**config.mk**
```make
export PLATFORM = sky130hd
export DESIGN_NAME = telemetry_command_frame_receiver_flat
export DESIGN_NICKNAME = d
export VERILOG_FILES = /design/src/rtl/tcfr_pkg.sv /design/src/rtl/tcfr_byte_if.sv /design/src/rtl/tcfr_result_if.sv /design/src/rtl/tcfr_front.sv /design/src/rtl/tcfr_queue.sv /design/src/rtl/tcfr_back.sv /design/src/rtl/telemetry_command_frame_receiver.sv /design/src/flat_wrapper.sv
export VERILOG_INCLUDE_DIRS = /design/src /design/src/rtl
export SDC_FILE = /design/constraint.sdc
export NUM_CORES = 1
export LEC_CHECK = 0
export BUFFER_PORTS_ARGS = -buffer_cell sky130_fd_sc_hd__buf_2
export CAP_MARGIN = 20
export CORE_MARGIN = 2
export CORE_UTILIZATION = 42
export DETAILED_ROUTE_END_ITERATION = 10
export PLACE_DENSITY_LB_ADDON = 0.3
export SYNTH_ARGS = -nofsm -noshare
export SYNTH_HDL_FRONTEND = slang
export SYNTH_HIERARCHICAL = 1
export SYNTH_SLANG_ARGS = --single-unit
```
**constraint.sdc**
```tcl
create_clock -name clk -period 18.3 [get_ports clk]
set_input_delay 1.83 -clock clk [delete_from_list [all_inputs] [get_ports clk]]
set_output_delay 1.83 -clock clk [all_outputs]
set_load 0.005 [all_outputs]
```
**src/rtl/telemetry_command_frame_receiver_macros.svh**
```systemverilog
// Assertion macros for the frame receiver.
`ifndef TELEMETRY_COMMAND_FRAME_RECEIVER_MACROS_SVH
`define TELEMETRY_COMMAND_FRAME_RECEIVER_MACROS_SVH

`ifndef NO_ASSERTIONS

// Check a property on every rising edge outside reset.
`define TCFR_ASSERT(label, prop, msg) \
    label: assert property (@(posedge clk) disable iff (!rst_n) (prop)) else $error(msg);

// Check that a condition implies another one in the same cycle.
`define TCFR_ASSERT_IMPLY(label, ante, cons, msg) \
    label: assert property (@(posedge clk) disable iff (!rst_n) (ante) |-> (cons)) \
        else $error(msg);

`else

`define TCFR_ASSERT(label, prop, msg)
`define TCFR_ASSERT_IMPLY(label, ante, cons, msg)

`endif

`endif

```
**src/rtl/tcfr_pkg.sv**
```systemverilog
package tcfr_pkg;

    // Frame bytes and function codes
    localparam logic [7:0] HDR_FIRST   = 8'hAA;
    localparam logic [7:0] HDR_SECOND  = 8'hAF;
    localparam logic [7:0] FN_LIMIT    = 8'hF1;
    localparam logic [7:0] ACK_ID      = 8'hEF;
    localparam logic [7:0] ACK_LEN     = 8'h02;
    localparam logic [7:0] FN_REQ      = 8'h02;
    localparam logic [7:0] FN_GAIN_A   = 8'h10;
    localparam logic [7:0] FN_GAIN_B   = 8'h11;
    localparam logic [7:0] FN_ACK_LAST = 8'h15;
    localparam logic [7:0] REQ_VERSION = 8'hA0;
    localparam logic [7:0] REQ_DUMP    = 8'h01;

    localparam int LEN_LIMIT   = 50;
    localparam int STORE_DEPTH = 18;
    localparam int STORE_IW    = $clog2(STORE_DEPTH);
    localparam int GAIN_WORDS  = 9;
    localparam int NEG_WORDS   = 3;
    localparam int ACK_BYTES   = 7;

    localparam int QUEUE_DEPTH_DEFAULT = 2;

    // Sum of the four fixed leading bytes of the acknowledge frame
    localparam logic [7:0] ACK_SUM_BASE = 8'(HDR_FIRST + HDR_FIRST + ACK_ID + ACK_LEN);

    // Result kinds
    localparam logic [1:0] KIND_ACK     = 2'd0;
    localparam logic [1:0] KIND_GAIN    = 2'd1;
    localparam logic [1:0] KIND_DUMP    = 2'd2;
    localparam logic [1:0] KIND_VERSION = 2'd3;

    typedef logic [STORE_DEPTH-1:0][7:0] payload_t;

    // One checked frame waiting to be carried out
    typedef struct packed {
        logic [7:0] fn;
        logic [7:0] sum;
        payload_t   payload;
    } job_t;

    typedef struct packed {
        logic full;
        logic empty;
    } queue_status_t;

endpackage

```
**src/rtl/tcfr_byte_if.sv**
```systemverilog
interface tcfr_byte_if;
    logic       valid;
    logic       ready;
    logic [7:0] rx_byte;

    modport source (output valid, output rx_byte, input ready);
    modport sink (input valid, input rx_byte, output ready);
endinterface

```
**src/rtl/tcfr_result_if.sv**
```systemverilog
interface tcfr_result_if;
    logic               valid;
    logic               ready;
    logic [1:0]         kind;
    logic [7:0]         ack_byte;
    logic [4:0]         gain_index;
    logic signed [16:0] gain_value;
    logic               last;

    modport source (output valid, output kind, output ack_byte, output gain_index,
                    output gain_value, output last, input ready);
    modport sink (input valid, input kind, input ack_byte, input gain_index,
                  input gain_value, input last, output ready);
endinterface

```
**src/rtl/tcfr_front.sv**
```systemverilog
module tcfr_front
    import tcfr_pkg::*;
(
    input  logic          clk,
    input  logic          rst_n,
    tcfr_byte_if.sink     rx,
    input  queue_status_t q_status,
    output logic          q_push,
    output job_t          q_job
);

    localparam logic [2:0] PH_IDLE = 3'd0;
    localparam logic [2:0] PH_HDR1 = 3'd1;
    localparam logic [2:0] PH_HDR2 = 3'd2;
    localparam logic [2:0] PH_FUNC = 3'd3;
    localparam logic [2:0] PH_PAY  = 3'd4;
    localparam logic [2:0] PH_CHK  = 3'd5;

    localparam logic [7:0] LEN_LIMIT_B = 8'(LEN_LIMIT);

    logic [2:0] phase_reg, phase_next;
    logic [5:0] rem_reg, rem_next;
    logic [5:0] count_reg, count_next;
    logic [7:0] fn_reg, fn_next;
    logic [7:0] sum_reg, sum_next;
    payload_t   store_reg, store_next;
    logic       accept;
    logic       wanted;
    logic [7:0] b;

    assign rx.ready = !q_status.full;
    assign accept   = rx.valid && rx.ready;
    assign b        = rx.rx_byte;

    // Only frames that lead to at least one result go to the queue.
    assign wanted = (fn_reg == FN_REQ && (store_reg[0] == REQ_DUMP || store_reg[0] == REQ_VERSION))
                 || (fn_reg >= FN_GAIN_A && fn_reg <= FN_ACK_LAST);

    always_comb
    begin
        phase_next = phase_reg;
        rem_next   = rem_reg;
        count_next = count_reg;
        fn_next    = fn_reg;
        sum_next   = sum_reg;
        store_next = store_reg;
        q_push     = 1'b0;
        if (accept)
        begin
            phase_next = PH_IDLE;
            case (phase_reg)
                PH_IDLE:
                begin
                    if (b == HDR_FIRST)
                    begin
                        phase_next = PH_HDR1;
                        sum_next   = b;
                    end
                end
                PH_HDR1:
                begin
                    if (b == HDR_SECOND)
                    begin
                        phase_next = PH_HDR2;
                        sum_next   = sum_reg + b;
                    end
                end
                PH_HDR2:
                begin
                    if (b < FN_LIMIT)
                    begin
                        phase_next = PH_FUNC;
                        fn_next    = b;
                        sum_next   = sum_reg + b;
                    end
                end
                PH_FUNC:
                begin
                    if (b < LEN_LIMIT_B)
                    begin
                        phase_next = PH_PAY;
                        rem_next   = b[5:0];
                        count_next = '0;
                        sum_next   = sum_reg + b;
                    end
                end
                PH_PAY:
                begin
                    if (rem_reg != '0)
                    begin
                        if (count_reg < 6'(STORE_DEPTH))
                        begin
                            store_next[count_reg[STORE_IW-1:0]] = b;
                        end
                        count_next = count_reg + 6'd1;
                        sum_next   = sum_reg + b;
                        rem_next   = rem_reg - 6'd1;
                        phase_next = (rem_reg == 6'd1) ? PH_CHK : PH_PAY;
                    end
                end
                PH_CHK:
                begin
                    q_push = (b == sum_reg) && wanted;
                end
                default:
                begin
                    phase_next = PH_IDLE;
                end
            endcase
        end
    end

    assign q_job.fn      = fn_reg;
    assign q_job.sum     = sum_reg;
    assign q_job.payload = store_reg;

    always_ff @(posedge clk or negedge rst_n)
    begin
        if (!rst_n)
        begin
            phase_reg <= PH_IDLE;
            rem_reg   <= '0;
            count_reg <= '0;
            fn_reg    <= '0;
            sum_reg   <= '0;
            store_reg <= '0;
        end
        else
        begin
            phase_reg <= phase_next;
            rem_reg   <= rem_next;
            count_reg <= count_next;
            fn_reg    <= fn_next;
            sum_reg   <= sum_next;
            store_reg <= store_next;
        end
    end

endmodule

```
**src/rtl/tcfr_queue.sv**
```systemverilog
module tcfr_queue
    import tcfr_pkg::*;
#(
    parameter int DEPTH = QUEUE_DEPTH_DEFAULT
)
(
    input  logic          clk,
    input  logic          rst_n,
    input  logic          push,
    input  job_t          push_job,
    input  logic          pop,
    output job_t          head,
    output queue_status_t status
);

    localparam int PW = (DEPTH > 1) ? $clog2(DEPTH) : 1;
    localparam int CW = $clog2(DEPTH + 1);

    job_t          mem [DEPTH];
    logic [PW-1:0] wr_ptr_reg, wr_ptr_next;
    logic [PW-1:0] rd_ptr_reg, rd_ptr_next;
    logic [CW-1:0] count_reg, count_next;

    function automatic logic [PW-1:0] wrap_inc(input logic [PW-1:0] p);
        wrap_inc = (p == PW'(DEPTH - 1)) ? '0 : p + 1'b1;
    endfunction

    assign status.full  = (count_reg == CW'(DEPTH));
    assign status.empty = (count_reg == '0);
    assign head         = mem[rd_ptr_reg];

    always_comb
    begin
        wr_ptr_next = push ? wrap_inc(wr_ptr_reg) : wr_ptr_reg;
        rd_ptr_next = pop ? wrap_inc(rd_ptr_reg) : rd_ptr_reg;
        count_next  = count_reg;
        if (push && !pop)
        begin
            count_next = count_reg + 1'b1;
        end
        else if (pop && !push)
        begin
            count_next = count_reg - 1'b1;
        end
    end

    always_ff @(posedge clk)
    begin
        if (push)
        begin
            mem[wr_ptr_reg] <= push_job;
        end
    end

    always_ff @(posedge clk or negedge rst_n)
    begin
        if (!rst_n)
        begin
            wr_ptr_reg <= '0;
            rd_ptr_reg <= '0;
            count_reg  <= '0;
        end
        else
        begin
            wr_ptr_reg <= wr_ptr_next;
            rd_ptr_reg <= rd_ptr_next;
            count_reg  <= count_next;
        end
    end

endmodule

```
**src/rtl/tcfr_back.sv**
```systemverilog
module tcfr_back
    import tcfr_pkg::*;
(
    input  logic          clk,
    input  logic          rst_n,
    input  job_t          head,
    input  queue_status_t q_status,
    output logic          pop,
    tcfr_result_if.source res
);

    logic [3:0]         step_reg, step_next;
    logic               valid_reg;
    logic [1:0]         kind_reg, kind_d;
    logic [7:0]         ack_reg, ack_d;
    logic [4:0]         idx_reg, idx_d;
    logic signed [16:0] val_reg, val_d;
    logic               last_reg, last_d;

    logic               is_req, is_gain, neg, in_gain, issue;
    logic [2:0]         ack_step;
    logic [STORE_IW-1:0] hi_idx, lo_idx;
    logic [15:0]        word;
    logic signed [16:0] word_x;

    always_comb
    begin
        is_req   = (head.fn == FN_REQ);
        neg      = (head.fn == FN_GAIN_B);
        is_gain  = (head.fn == FN_GAIN_A) || neg;
        in_gain  = is_gain && (step_reg < 4'(GAIN_WORDS));
        ack_step = is_gain ? 3'(step_reg - 4'(GAIN_WORDS)) : step_reg[2:0];
        hi_idx   = STORE_IW'({step_reg, 1'b0});
        lo_idx   = STORE_IW'({step_reg, 1'b1});
        word     = {head.payload[hi_idx], head.payload[lo_idx]};
        word_x   = {word[15], word};

        kind_d = KIND_ACK;
        ack_d  = '0;
        idx_d  = '0;
        val_d  = '0;
        last_d = 1'b0;
        if (is_req)
        begin
            kind_d = (head.payload[0] == REQ_DUMP) ? KIND_DUMP : KIND_VERSION;
            last_d = 1'b1;
        end
        else if (in_gain)
        begin
            kind_d = KIND_GAIN;
            idx_d  = neg ? 5'(GAIN_WORDS) + 5'(step_reg) : 5'(step_reg);
            val_d  = (neg && step_reg < 4'(NEG_WORDS)) ? -word_x : word_x;
        end
        else
        begin
            case (ack_step)
                3'd0:    ack_d = HDR_FIRST;
                3'd1:    ack_d = HDR_FIRST;
                3'd2:    ack_d = ACK_ID;
                3'd3:    ack_d = ACK_LEN;
                3'd4:    ack_d = head.fn;
                3'd5:    ack_d = head.sum;
                default: ack_d = ACK_SUM_BASE + head.fn + head.sum;
            endcase
            last_d = (ack_step == 3'(ACK_BYTES - 1));
        end
    end

    // Issue one result whenever a job is waiting and the output stage is empty or being drained.
    assign issue     = !q_status.empty && (!valid_reg || res.ready);
    assign pop       = issue && last_d;
    assign step_next = issue ? (last_d ? '0 : step_reg + 4'd1) : step_reg;

    always_ff @(posedge clk or negedge rst_n)
    begin
        if (!rst_n)
        begin
            step_reg  <= '0;
            valid_reg <= 1'b0;
        end
        else
        begin
            step_reg <= step_next;
            if (!valid_reg || res.ready)
            begin
                valid_reg <= issue;
            end
        end
    end

    always_ff @(posedge clk)
    begin
        if (issue)
        begin
            kind_reg <= kind_d;
            ack_reg  <= ack_d;
            idx_reg  <= idx_d;
            val_reg  <= val_d;
            last_reg <= last_d;
        end
    end

    assign res.valid      = valid_reg;
    assign res.kind       = kind_reg;
    assign res.ack_byte   = ack_reg;
    assign res.gain_index = idx_reg;
    assign res.gain_value = val_reg;
    assign res.last       = last_reg;

endmodule

```
**src/rtl/telemetry_command_frame_receiver.sv**
```systemverilog
// Command frame receiver for a byte-serial telemetry link.
// rx carries one received byte per item; res carries result items: acknowledge
// bytes, gain updates and request events, with last marking the final result
// of the byte that closed a frame.
// Frames are AA AF, function, length, payload, additive checksum. The front
// parser takes one byte every cycle while the job queue has room; a checked
// frame that yields results is snapshotted (function, checksum, 18 payload
// bytes) into a short job queue. The back sequencer drains the head job at
// one result per cycle while res is ready: 1 for a request, 7 for an
// acknowledge, 16 for a gain frame. A frame's job is queued when its checksum
// byte is taken; its first result then goes through the output register.
// rx.ready drops only while the job queue is full, so the byte rate is one
// per cycle until the sequencer falls behind. When res stalls, the output
// register holds its item and the sequencer waits; the parser keeps taking
// bytes until the queue fills. Reset clears the parser to idle with a
// zeroed payload store, empties the queue and drops any pending result.
`include "telemetry_command_frame_receiver_macros.svh"

module telemetry_command_frame_receiver
    import tcfr_pkg::*;
#(
    parameter int QUEUE_DEPTH = QUEUE_DEPTH_DEFAULT
)
(
    input  logic          clk,
    input  logic          rst_n,
    tcfr_byte_if.sink     rx,
    tcfr_result_if.source res
);

    logic          q_push;
    logic          q_pop;
    job_t          q_job;
    job_t          q_head;
    queue_status_t q_status;

    // Parse bytes, keep the payload store, hand over checked frames.
    tcfr_front u_front (
        .clk      (clk),
        .rst_n    (rst_n),
        .rx       (rx),
        .q_status (q_status),
        .q_push   (q_push),
        .q_job    (q_job)
    );

    // Hold frames between parser and sequencer.
    tcfr_queue #(
        .DEPTH (QUEUE_DEPTH)
    ) u_queue (
        .clk      (clk),
        .rst_n    (rst_n),
        .push     (q_push),
        .push_job (q_job),
        .pop      (q_pop),
        .head     (q_head),
        .status   (q_status)
    );

    // Expand each job into its result items.
    tcfr_back u_back (
        .clk      (clk),
        .rst_n    (rst_n),
        .head     (q_head),
        .q_status (q_status),
        .pop      (q_pop),
        .res      (res)
    );

    `TCFR_ASSERT_IMPLY(a_no_push_full, q_push, !q_status.full, "job pushed into a full queue")
    `TCFR_ASSERT_IMPLY(a_no_pop_empty, q_pop, !q_status.empty, "job popped from an empty queue")
    `TCFR_ASSERT_IMPLY(a_req_last, res.valid && (res.kind == KIND_DUMP || res.kind == KIND_VERSION), res.last, "request event not final")
    `TCFR_ASSERT_IMPLY(a_gain_not_last, res.valid && res.kind == KIND_GAIN, !res.last && res.gain_index <= 5'd17, "gain item marked final or slot out of range")

endmodule

```
**src/flat_wrapper.sv**
```systemverilog
// flat-port wrapper written by rule: the top's interface ports become plain ports
module telemetry_command_frame_receiver_flat import tcfr_pkg::*;
#(
    parameter int QUEUE_DEPTH = QUEUE_DEPTH_DEFAULT
)
  (clk, rst_n, rx_valid, rx_rx_byte, rx_ready, res_valid, res_kind, res_ack_byte, res_gain_index, res_gain_value, res_last, res_ready);
  tcfr_byte_if rx_i ();
  tcfr_result_if res_i ();
  input  logic clk;
  input  logic rst_n;
  input wire logic [$bits(rx_i.valid)-1:0] rx_valid;
  input wire logic [$bits(rx_i.rx_byte)-1:0] rx_rx_byte;
  output wire logic [$bits(rx_i.ready)-1:0] rx_ready;
  output wire logic [$bits(res_i.valid)-1:0] res_valid;
  output wire logic [$bits(res_i.kind)-1:0] res_kind;
  output wire logic [$bits(res_i.ack_byte)-1:0] res_ack_byte;
  output wire logic [$bits(res_i.gain_index)-1:0] res_gain_index;
  output wire logic [$bits(res_i.gain_value)-1:0] res_gain_value;
  output wire logic [$bits(res_i.last)-1:0] res_last;
  input wire logic [$bits(res_i.ready)-1:0] res_ready;
  assign rx_i.valid = rx_valid;
  assign rx_i.rx_byte = rx_rx_byte;
  assign rx_ready = rx_i.ready;
  assign res_valid = res_i.valid;
  assign res_kind = res_i.kind;
  assign res_ack_byte = res_i.ack_byte;
  assign res_gain_index = res_i.gain_index;
  assign res_gain_value = res_i.gain_value;
  assign res_last = res_i.last;
  assign res_i.ready = res_ready;
  telemetry_command_frame_receiver #(.QUEUE_DEPTH(QUEUE_DEPTH)) u_core (.clk(clk), .rst_n(rst_n), .rx(rx_i), .res(res_i));
endmodule
```
==> flow_summary.json, run 1 <==
{
  "numCtsBuffers": 55,
  "slowest_stage": "buf_4",
  "clkTransAtPathRegs_ns": 0.06,
  "min_period_ns": 6.18,
  "fp.dieW_um": 242,
  "clkSinkCount": 537,
  "dp_hpwl_um": 31100,
  "hold_viol_final": 0,
  "path_max_fanout": 57,
  "layout.cells.non_filler": 2379,
  "setup-violations-final": 0,
  "critical_path_depth": 9,
  "yosysTopAreaCell": "edfxtp_1",
  "ys.flop_type": "edfxtp_1",
  "finalSetupTns_ns": 0,
  "yosys_warnings": 6,
  "slew_violations": 0,
  "critPathRequiredTime_ns": 18.53,
  "syn_area_um2": 23800,
  "largest-register": "u_core/u_queue/mem",
  "io_buffers": 46,
  "htree_levels": 2,
  "syn-mean-instance-area_um2": 15.5,
  "hold_depth": 0,
  "crit_chain": "buf_2, ha_1, nor4b_1, nand4_1, a2111oi_0, clkbuf_1, and2_4, buf_4, buf_4",
  "hold_path_class": "register to register",
  "grt_pass1_vias": 13300,
  "die_h_um": 242,
  "placed_area_um2": 24600,
  "vias": 13000,
  "finalClockSkew_ns": 0.0263,
  "final_util_pct": 47.1,
  "yosysTopAreaCellShare_pct": 44.6,
  "netlist_top_cells_count": "353 x edfxtp_1, 238 x mux2_2, 184 x dfrtp_1, 92 x mux2_4, 60 x nor2_1",
  "ant_nets": 0,
  "netlist-cell-type-count": 82,
  "row_count": 87,
  "min_period_over_period_pct": 33.8,
  "ys_ff_latch": 537,
  "ir_drop_mv": 0.129,
  "setup_ws_ns": 12.12,
  "insertion_delay_ns": 0.62,
  "die-area_um2": 58500,
  "reg2reg_depth": 11,
  "overflow": 0,
  "diodes": 0,
  "syn_inst": 1534,
  "pwr_density_cell_nw_per_um2": 119,
  "holdBufCountCts": 0,
  "root_buffer": "clkbuf_16",
  "synth_edf_count": 353,
  "antenna_found_initial": 1,
  "clk_path_buf_depth": 3,
  "drive_above_1_share_pct": 31.5,
  "largest_reg_flops": 320,
  "leakagePower_nw": 11.3,
  "cpLargestDelayFamily": "buffers and inverters",
  "grt_pass1_wl_um": 78900,
  "rrSetupSlack_ns": 13.25,
  "num-nets-final": 1620,
  "cts_tree": "yes",
  "maxCapViolations": 0,
  "grt_start_max_net_pins": 161,
  "synth_area_leaders": "edfxtp_1 45%, dfrtp_1 19%, mux2_2 11%, mux2_4 5.8%, mux2i_1 1.9%",
  "drtIter0Drc": 968,
  "vias_per_cell": 5.46,
  "postCtsSetupBuffers": 0,
  "seq_area_frac_synth_pct": 64.0,
  "slowest_delay_ns": 0.76,
  "synth_fp_nets": 1578,
  "tightest_slew_ns": 1.15,
  "cpMostUsedCell": "buf_4",
  "wl_per_cell_um": 21.8,
  "rsz0062_at_grt": "no",
  "worstPathArrival_ns": 6.41,
  "worst-path-buf-inv": 4,
  "dp.cells": 2274,
  "path_class": "input port to register",
  "status": "completed",
  "startpoint_type": "input port",
  "preCtsSetupSlack_ns": 11.27,
  "place_congestion": 0.789,
  "yosysMostFrequentCell": "edfxtp_1",
  "async_flop_share_pct": 34.3,
  "core_um2": 56200,
  "final_area_um2": 26400,
  "cts.repair.resized": 0,
  "drcViolationCount": 0,
  "critPathCaptureType": "register",
  "initial_core_util_pct": 42.3,
  "wl_um": 51900,
  "syn_to_final_growth_pct": 11.3,
  "boundaryPins": 47,
  "first_pass_iters": 6,
  "fmax_mhz": 162,
  "relSlewSlack_pct": 23.3,
  "track_usage_pct": 17.6
}
[worst reg2reg max path, delay by kind of cell, from the launching register on]
family | cells | cell delay [ns]
and+or+nand+nor | 5 | 1.97
buffers and inverters | 2 | 0.79
AOI/OAI and AO/OA | 1 | 0.49
xor gates and xnor gates | 1 | 0.16
muxes | 1 | 0.52
adders and majority gates | 1 | 0.25
DFF | 1 | 0.80
[per-layer routing]
metal | track usage, % | up-vias | share of wire (%)
met5 | 0 | - | 0
met1 | 22.9 | 6660 | 43
met2 | 30.2 | 329 | 50
met4 | 6.05 | 0 | 2.9
li1 | - | 5897 | -
met3 | 2.63 | 95 | 4.8
[where the power goes]
group / leakage, nW / switching, W / internal [W] / total [W]
clock network: 0.889 / 0.000461 / 0.000665 / 0.00113
logic: 3.90 / 0.000417 / 0.000231 / 0.000649
registers: 6.49 / 0.0000518 / 0.00132 / 0.00138
total: 11.3 / 0.000930 / 0.00222 / 0.00315
[kinds of logic after synthesis]
logic type                 after synthesis  share of synthesized area [%]
AOI/OAI and AO/OA                      192                           5.46
xor gates and xnor gates                37                           1.36
adders and majority gates               32                           1.75
buffers and inverters                  116                           2.68
DFF                                    537                           64.0
muxes                                  378                           19.2
and+or+nand+nor                        242                           5.50
[stage by stage]
| step | hold WS (ns) | total power [W] |
|---|---|---|
| finish | 0.450 | 0.00315 |
| floorplan | 0.437 | 0.00186 |
| detailed placement | 0.449 | 0.00205 |
| global route | 0.468 | 0.00328 |
| CTS | 0.454 | 0.00317 |
| global placement | 0.440 | 0.00204 |
[layout by cell type (no fill, tap or decap), types with 13 or more instances in the layout]
master,instances
a21oi_1,39
clkbuf_16,56
mux2i_1,44
buf_4,13
o221ai_1,17
dfrtp_1,182
xor2_1,19
inv_1,35
nand3_1,16
nand2_2,16
ha_1,30
nand2_1,56
nor2_1,60
a22oi_1,13
o21ai_0,45
mux2_2,238
nor3_1,14
nor2b_1,14
mux2_4,92
buf_2,45
edfxtp_1,353
clkbuf_1,23
xnor2_1,18
[cell type report]
cell class,instances,area [um^2]
fillers,4829,29700
flip-flops and latches,537,15200
multi-input cells,881,7920
clock buffers,81,1530
well taps,756,946
repair buffers,62,380
clock inverters,23,300
inverters,39,146
[path summary, 6_finish.rpt]
kind	from	to
max	rx_rx_byte[4]	u_core/u_queue/mem[1][104]
min	u_core/u_front/q_job[59]	u_core/u_queue/mem[1][59]
max reg2reg	u_core/u_queue/rd_ptr_reg	u_core/u_queue/count_reg[1]
max in group asynchronous	rst_n	u_core/u_queue/rd_ptr_reg
min in group asynchronous	rst_n	u_core/u_front/q_job[104]
min reg2reg	u_core/u_front/q_job[59]	u_core/u_queue/mem[1][59]
No activity file was read; power rests on OpenSTA's default activity.
==> run 2: changes to the inputs <==
clock period = 5.5 ns   (was 18.3 ns; I/O delays follow)
==> run 2 against run 1 <==
  * Die area is the same
  * Critical path type is now register to register
  * Sequential power grew to 3.4 times the previous value
  * Flip-flop and latch count is the same
  * Utilization grew 0.12 points
  * Highest routed layer unchanged
  * Power grew to 3.3 times the previous value
  * Register-to-register slack lost 12 ns
  * Largest power group unchanged
  * Largest cell class unchanged
  * Wire length grew 1.3%
==> flow_summary.json, run 2 (synthesized netlist as in run 1, its figures left out) <==
{
  "final_util_pct": 47.2,
  "hold_viol_final": 0,
  "pwr_density_cell_nw_per_um2": 388,
  "finalSetupTns_ns": 0,
  "vias_per_cell": 5.48,
  "vias": 13100,
  "critPathCaptureType": "register",
  "crit_chain": "buf_12, mux2_2, a221oi_1, a22oi_1, a222oi_1, nand3_1, o31ai_2, xnor2_1, nor2_1",
  "largest-register": "u_core/u_queue/mem",
  "cts_tree": "yes",
  "final_cell_mix": "353 x edfxtp_1, 238 x mux2_2, 182 x dfrtp_1, 92 x mux2_4, 60 x nor2_1",
  "leakagePower_nw": 11.3,
  "numCtsBuffers": 54,
  "relSlewSlack_pct": 22.2,
  "total_power_w": 0.0103,
  "dp.cells": 2284,
  "setup-violations-final": 0,
  "drcViolationCount": 0,
  "placed_area_um2": 24700,
  "min_period_ns": 4.29,
  "drtIter0Drc": 957,
  "grt_pass1_vias": 13100,
  "row_count": 87,
  "final_area_um2": 26500,
  "syn_to_final_growth_pct": 11.6,
  "worstPathArrival_ns": 4.66,
  "overflow": 0,
  "first_pass_iters": 5,
  "slowest_delay_ns": 0.84,
  "fmax_mhz": 233,
  "die_h_um": 242,
  "rsz0062_at_grt": "no",
  "place_congestion": 0.818,
  "maxCapViolations": 0,
  "startpoint_type": "register",
  "dp_hpwl_um": 32300,
  "fp.dieW_um": 242,
  "htree_levels": 2,
  "grt_pass1_wl_um": 80300,
  "path_max_fanout": 57,
  "track_usage_pct": 17.9,
  "wl_um": 52600,
  "min_from": "res_ready",
  "worst-path-buf-inv": 1,
  "layout.cells.non_filler": 2388,
  "cpLargestDelayFamily": "compound AO/OA/AOI/OAI gates",
  "path_class": "register to register",
  "largest_reg_flops": 320,
  "clk_path_buf_depth": 3,
  "wl_per_cell_um": 22.0,
  "tightest_slew_ns": 1.16,
  "io_buffers": 46,
  "slowest_stage": "dfrtp_4",
  "slew_violations": 0,
  "rr_startpoint": "u_core/u_queue/rd_ptr_reg",
  "grt_start_max_net_pins": 123,
  "ir_drop_mv": 0.294,
  "drive_above_1_share_pct": 32.1,
  "ant_nets": 0,
  "min_period_over_period_pct": 78.0,
  "hold_path_class": "input port to register",
  "num-nets-final": 1629,
  "final_common_cell": "edfxtp_1",
  "status": "completed",
  "core_um2": 56200,
  "boundaryPins": 47,
  "die-area_um2": 58500,
  "clkSinkCount": 537,
  "finalClockSkew_ns": 0.0302,
  "cts.repair.resized": 0,
  "insertion_delay_ns": 0.62,
  "startpoint": "u_core/u_queue/rd_ptr_reg",
  "initial_core_util_pct": 42.3,
  "clkTransAtPathRegs_ns": 0.06,
  "critPathRequiredTime_ns": 5.86,
  "root_buffer": "clkbuf_16",
  "antenna_found_initial": 0
}
-- run 2: cell count changes in the layout (fill, tap and decap cells not counted) --
| cell | before | now |
|---|---|---|
| bufinv_16 | 6 | 2 |
| clkinvlp_4 | 0 | 3 |
| clkinv_8 | 2 | 0 |
| buf_6 | 0 | 1 |
| buf_12 | 2 | 7 |
| clkbuf_16 | 56 | 55 |
| clkinv_2 | 8 | 7 |
| inv_6 | 0 | 1 |
| clkbuf_8 | 4 | 10 |
| dlygate4sd3_1 | 0 | 1 |
| buf_4 | 13 | 17 |
| clkbuf_1 | 23 | 18 |
| diode_2 | 0 | 1 |
-- run 2: cell type report --
type | count | area [um^2]
well taps | 756 | 946
clock inverters | 20 | 174
clock buffers | 82 | 1570
repair buffers | 72 | 528
fillers | 4849 | 29700
multi-input cells | 881 | 7920
diodes | 1 | 2.50
flip-flops and latches | 537 | 15200
inverters | 39 | 146
-- run 2: what timing repair did --
action | CTS | global route
hold buffers | 1 | 0
buffers inserted | 0 | 0
hold endpoints to repair | 51 | 0
-- run 2: power breakdown --
| group | switching (W) | internal (W) |
|---|---|---|
| clock network | 0.00153 | 0.00206 |
| logic | 0.00124 | 0.000763 |
| registers | 0.000274 | 0.00441 |
-- run 2: metal layers --
| metal | routed length, um | track usage (%) | up-vias |
|---|---|---|---|
| li1 | - | - | 5911 |
| met4 | 1040 | 4.48 | 0 |
| met1 | 23300 | 24.3 | 6780 |
| met2 | 26000 | 30.4 | 330 |
| met3 | 2250 | 2.62 | 70 |
| met5 | 0 | 0 | - |
-- run 2: path summary, 6_finish.rpt --
check / end / slack, ns / cells past startpoint
worst max-delay path: u_core/u_back/res.gain_value[15] / 1.21 / 9
min in group asynchronous: u_core/u_front/q_job[42] / 0.51 / 2
worst max register to register: u_core/u_back/res.gain_value[15] / 1.21 / 9
worst min-delay path: u_core/u_back/res.valid / 0.25 / 3
max in group asynchronous: u_core/u_queue/rd_ptr_reg / 3.78 / 3
worst min register to register: u_core/u_queue/mem[1][68] / 0.45 / 0
-- run 2: metrics by stage --
stage	setup slack (ns)	hold slack (ns)
2_1_floorplan	0.490	0.254
3_3_place_gp	1.42	0.440
3_5_place_dp	1.36	0.448
4_1_cts	1.32	0.214
5_1_grt	0.969	0.240
6_report	1.21	0.250
-- run 2: tightest hold or removal path: cells and delay by family --
family | cells | cell delay, ns
AND/OR/NAND/NOR | 2 | 0.18
buffers and inverters | 1 | 0.07
==> run 3: changes to the inputs <==
clock period = 4.5 ns   (was 5.5 ns; I/O delays follow)
==> run 3 against run 2 <==
  * Sequential power rose by 19%
  * Register-to-register slack got worse by 0.63 ns
  * Final area rose by 1.0%
  * Maximum frequency rose by 9.6%
  * Clock power rose by 31%
  * Count of clock-buffer cells in the layout did not move
  * Worst setup slack got worse by 0.63 ns
  * Utilization rose by 0.47 points
  * Combinational power rose by 42%
  * Wire length fell by 0.10%
  * Worst hold slack got worse by 0.081 ns
  * Critical endpoint is now u_core/u_back/res.gain_value[14]
  * Highest routed layer unchanged
==> flow_summary.json, run 3 (synthesized netlist as in run 1, its figures left out) <==
{
  "reg2reg_depth": 11,
  "cts_tree": "yes",
  "insertion_delay_ns": 0.59,
  "grt_pass1_vias": 13400,
  "pwr-share-seq_pct": 42.4,
  "rsz0062_at_grt": "no",
  "dp_hpwl_um": 32500,
  "startpoint": "u_core/u_queue/rd_ptr_reg",
  "drcViolationCount": 0,
  "fin_hold_ws_ns": 0.170,
  "grt_start_max_net_pins": 94,
  "critPathRequiredTime_ns": 4.84,
  "row_count": 87,
  "wl_um": 52500,
  "rr_startpoint": "u_core/u_queue/rd_ptr_reg",
  "clkTransAtPathRegs_ns": 0.06,
  "initial_core_util_pct": 42.3,
  "fill_cells": 4861,
  "leakagePower_nw": 11.4,
  "power_frac_comb_pct": 21.7,
  "tightest_slew_ns": 1.04,
  "multi_input_area_um2": 7950,
  "final_common_cell": "edfxtp_1",
  "setup-violations-final": 0,
  "crit_chain": "buf_12, buf_12, mux2_2, mux2_2, a21oi_1, o221ai_1, a222oi_1, nand4_1, o21ai_0, xor2_1, nor2_1",
  "largest-register": "u_core/u_queue/mem",
  "path_max_fanout": 59,
  "hold_path_class": "input port to register",
  "num-nets-final": 1637,
  "drive_above_1_share_pct": 32.8,
  "die-area_um2": 58500,
  "min_period_ns": 3.92,
  "htree_levels": 2,
  "core_um2": 56200,
  "vias": 13100,
  "wl_per_cell_um": 21.9,
  "die_h_um": 242,
  "fmax_mhz": 255,
  "fp.dieW_um": 242,
  "slowest_delay_ns": 0.54,
  "final_cell_mix": "353 x edfxtp_1, 238 x mux2_2, 182 x dfrtp_1, 92 x mux2_4, 60 x nor2_1",
  "syn_to_final_growth_pct": 12.7,
  "startpoint_type": "register",
  "power.internal_w": 0.00929,
  "slowest_stage": "a222oi_1",
  "numCtsBuffers": 55,
  "p_clk_share_pct": 35.9,
  "p_sw_share_pct": 29.2,
  "clkSinkCount": 537,
  "worstPathArrival_ns": 4.26,
  "overflow": 0,
  "relSlewSlack_pct": 30.7,
  "rrSetupSlack_ns": 0.58,
  "antenna_found_initial": 0,
  "critPathCaptureType": "register",
  "regArea_um2": 15200,
  "status": "completed",
  "crit_path_end": "u_core/u_back/res.gain_value[14]",
  "clk_path_buf_depth": 3,
  "slew_violations": 0,
  "finalClockSkew_ns": 0.0161,
  "drtIter0Drc": 851,
  "maxCapViolations": 0,
  "pwr_density_cell_nw_per_um2": 490,
  "first_pass_iters": 5,
  "hold_viol_final": 0,
  "finalSetupTns_ns": 0,
  "grt_pass1_wl_um": 81200,
  "vias_per_cell": 5.47,
  "r2r_end": "u_core/u_back/res.gain_value[14]",
  "power.net_switching_w": 0.00382,
  "track_usage_pct": 18.0,
  "ant_nets": 0,
  "diodes": 0,
  "min_period_over_period_pct": 87.1,
  "ir_drop_mv": 0.319,
  "boundaryPins": 47,
  "largest_reg_flops": 320,
  "io_buffers": 46,
  "place_congestion": 0.808,
  "postCtsSetupBuffers": 0,
  "path_class": "register to register",
  "root_buffer": "clkbuf_16"
}
[run 3: changes by cell type in the layout (fill, tap and decap cells not counted), sizes merged]
cell / before / now
buf: 70 / 77
bufinv: 2 / 7
clkinv: 15 / 10
diode: 1 / 0
inv: 39 / 38
[run 3: area by class of cell]
| class | instances | area share (%) |
|---|---|---|
| Sequential cell | 537 | 56.8 |
| Multi-Input combinational cell | 881 | 29.7 |
| Timing Repair Buffer | 79 | 2.34 |
| Clock inverter | 19 | 1.06 |
| Tap cell | 756 | 3.53 |
| Clock buffer | 82 | 5.98 |
| Inverter | 39 | 0.547 |
[run 3: per-layer routing]
| metal | share of wire, % | global-route usage, % | routed length (um) |
|---|---|---|---|
| met5 | 0 | 0 | 0 |
| met4 | 2.0 | 4.61 | 1030 |
| met3 | 5.1 | 3.32 | 2670 |
| met2 | 50 | 30.9 | 26200 |
| met1 | 43 | 23.7 | 22600 |
[run 3: timing repair]
action                    4_1_cts  5_1_grt
hold endpoints to repair       41        0
hold buffers                    1        0
resized for setup               0        0
[run 3: stage by stage]
step                area, um^2  setup slack [ns]  power (W)  utilization [%]  std cells
floorplan                23800          0.000121    0.00766                -       1534
global placement         24900             0.621    0.00847             44.3       2291
detailed placement       24900             0.556    0.00849             44.3       2291
CTS                      26800             0.561     0.0132             47.6       2393
global route             26800             0.344     0.0136             47.6       2393
finish                   26800             0.582     0.0131             47.6       2393
[run 3: worst min path at each step]
| stage | from | end | slack (ns) | cells past startpoint |
|---|---|---|---|---|
| after floorplan | rst_n | u_core/u_back/res.valid | 0.15 | 0 |
| after detailed placement | u_core/u_front/q_job[115] | u_core/u_queue/mem[1][115] | 0.45 | 0 |
| after CTS | res_ready | u_core/u_back/res.valid | 0.14 | 3 |
| final | res_ready | u_core/u_back/res.valid | 0.17 | 3 |
| after global placement | u_core/u_front/q_job[27] | u_core/u_queue/mem[0][27] | 0.44 | 0 |
| after global routing | res_ready | u_core/u_back/res.valid | 0.18 | 3 |
[run 3: worst max-delay path: cells and delay by family, from the launching register on]
kind / cells / cell delay [ns]
AO/OA/AOI/OAI: 4 / 1.16
XOR/XNOR: 1 / 0.19
buffers and inverters: 2 / 0.77
flip-flops: 1 / 0.51
multiplexers: 2 / 0.67
AND/OR/NAND/NOR: 2 / 0.30
[run 3: power groups by stage]
stage                     clock [W]  sequential [W]  combinational (W)
after floorplan                   0         0.00555            0.00211
after global placement            0         0.00566            0.00281
after detailed placement          0         0.00566            0.00283
after CTS                   0.00481         0.00556            0.00284
after global routing        0.00499         0.00557            0.00306
final                       0.00470         0.00556            0.00285
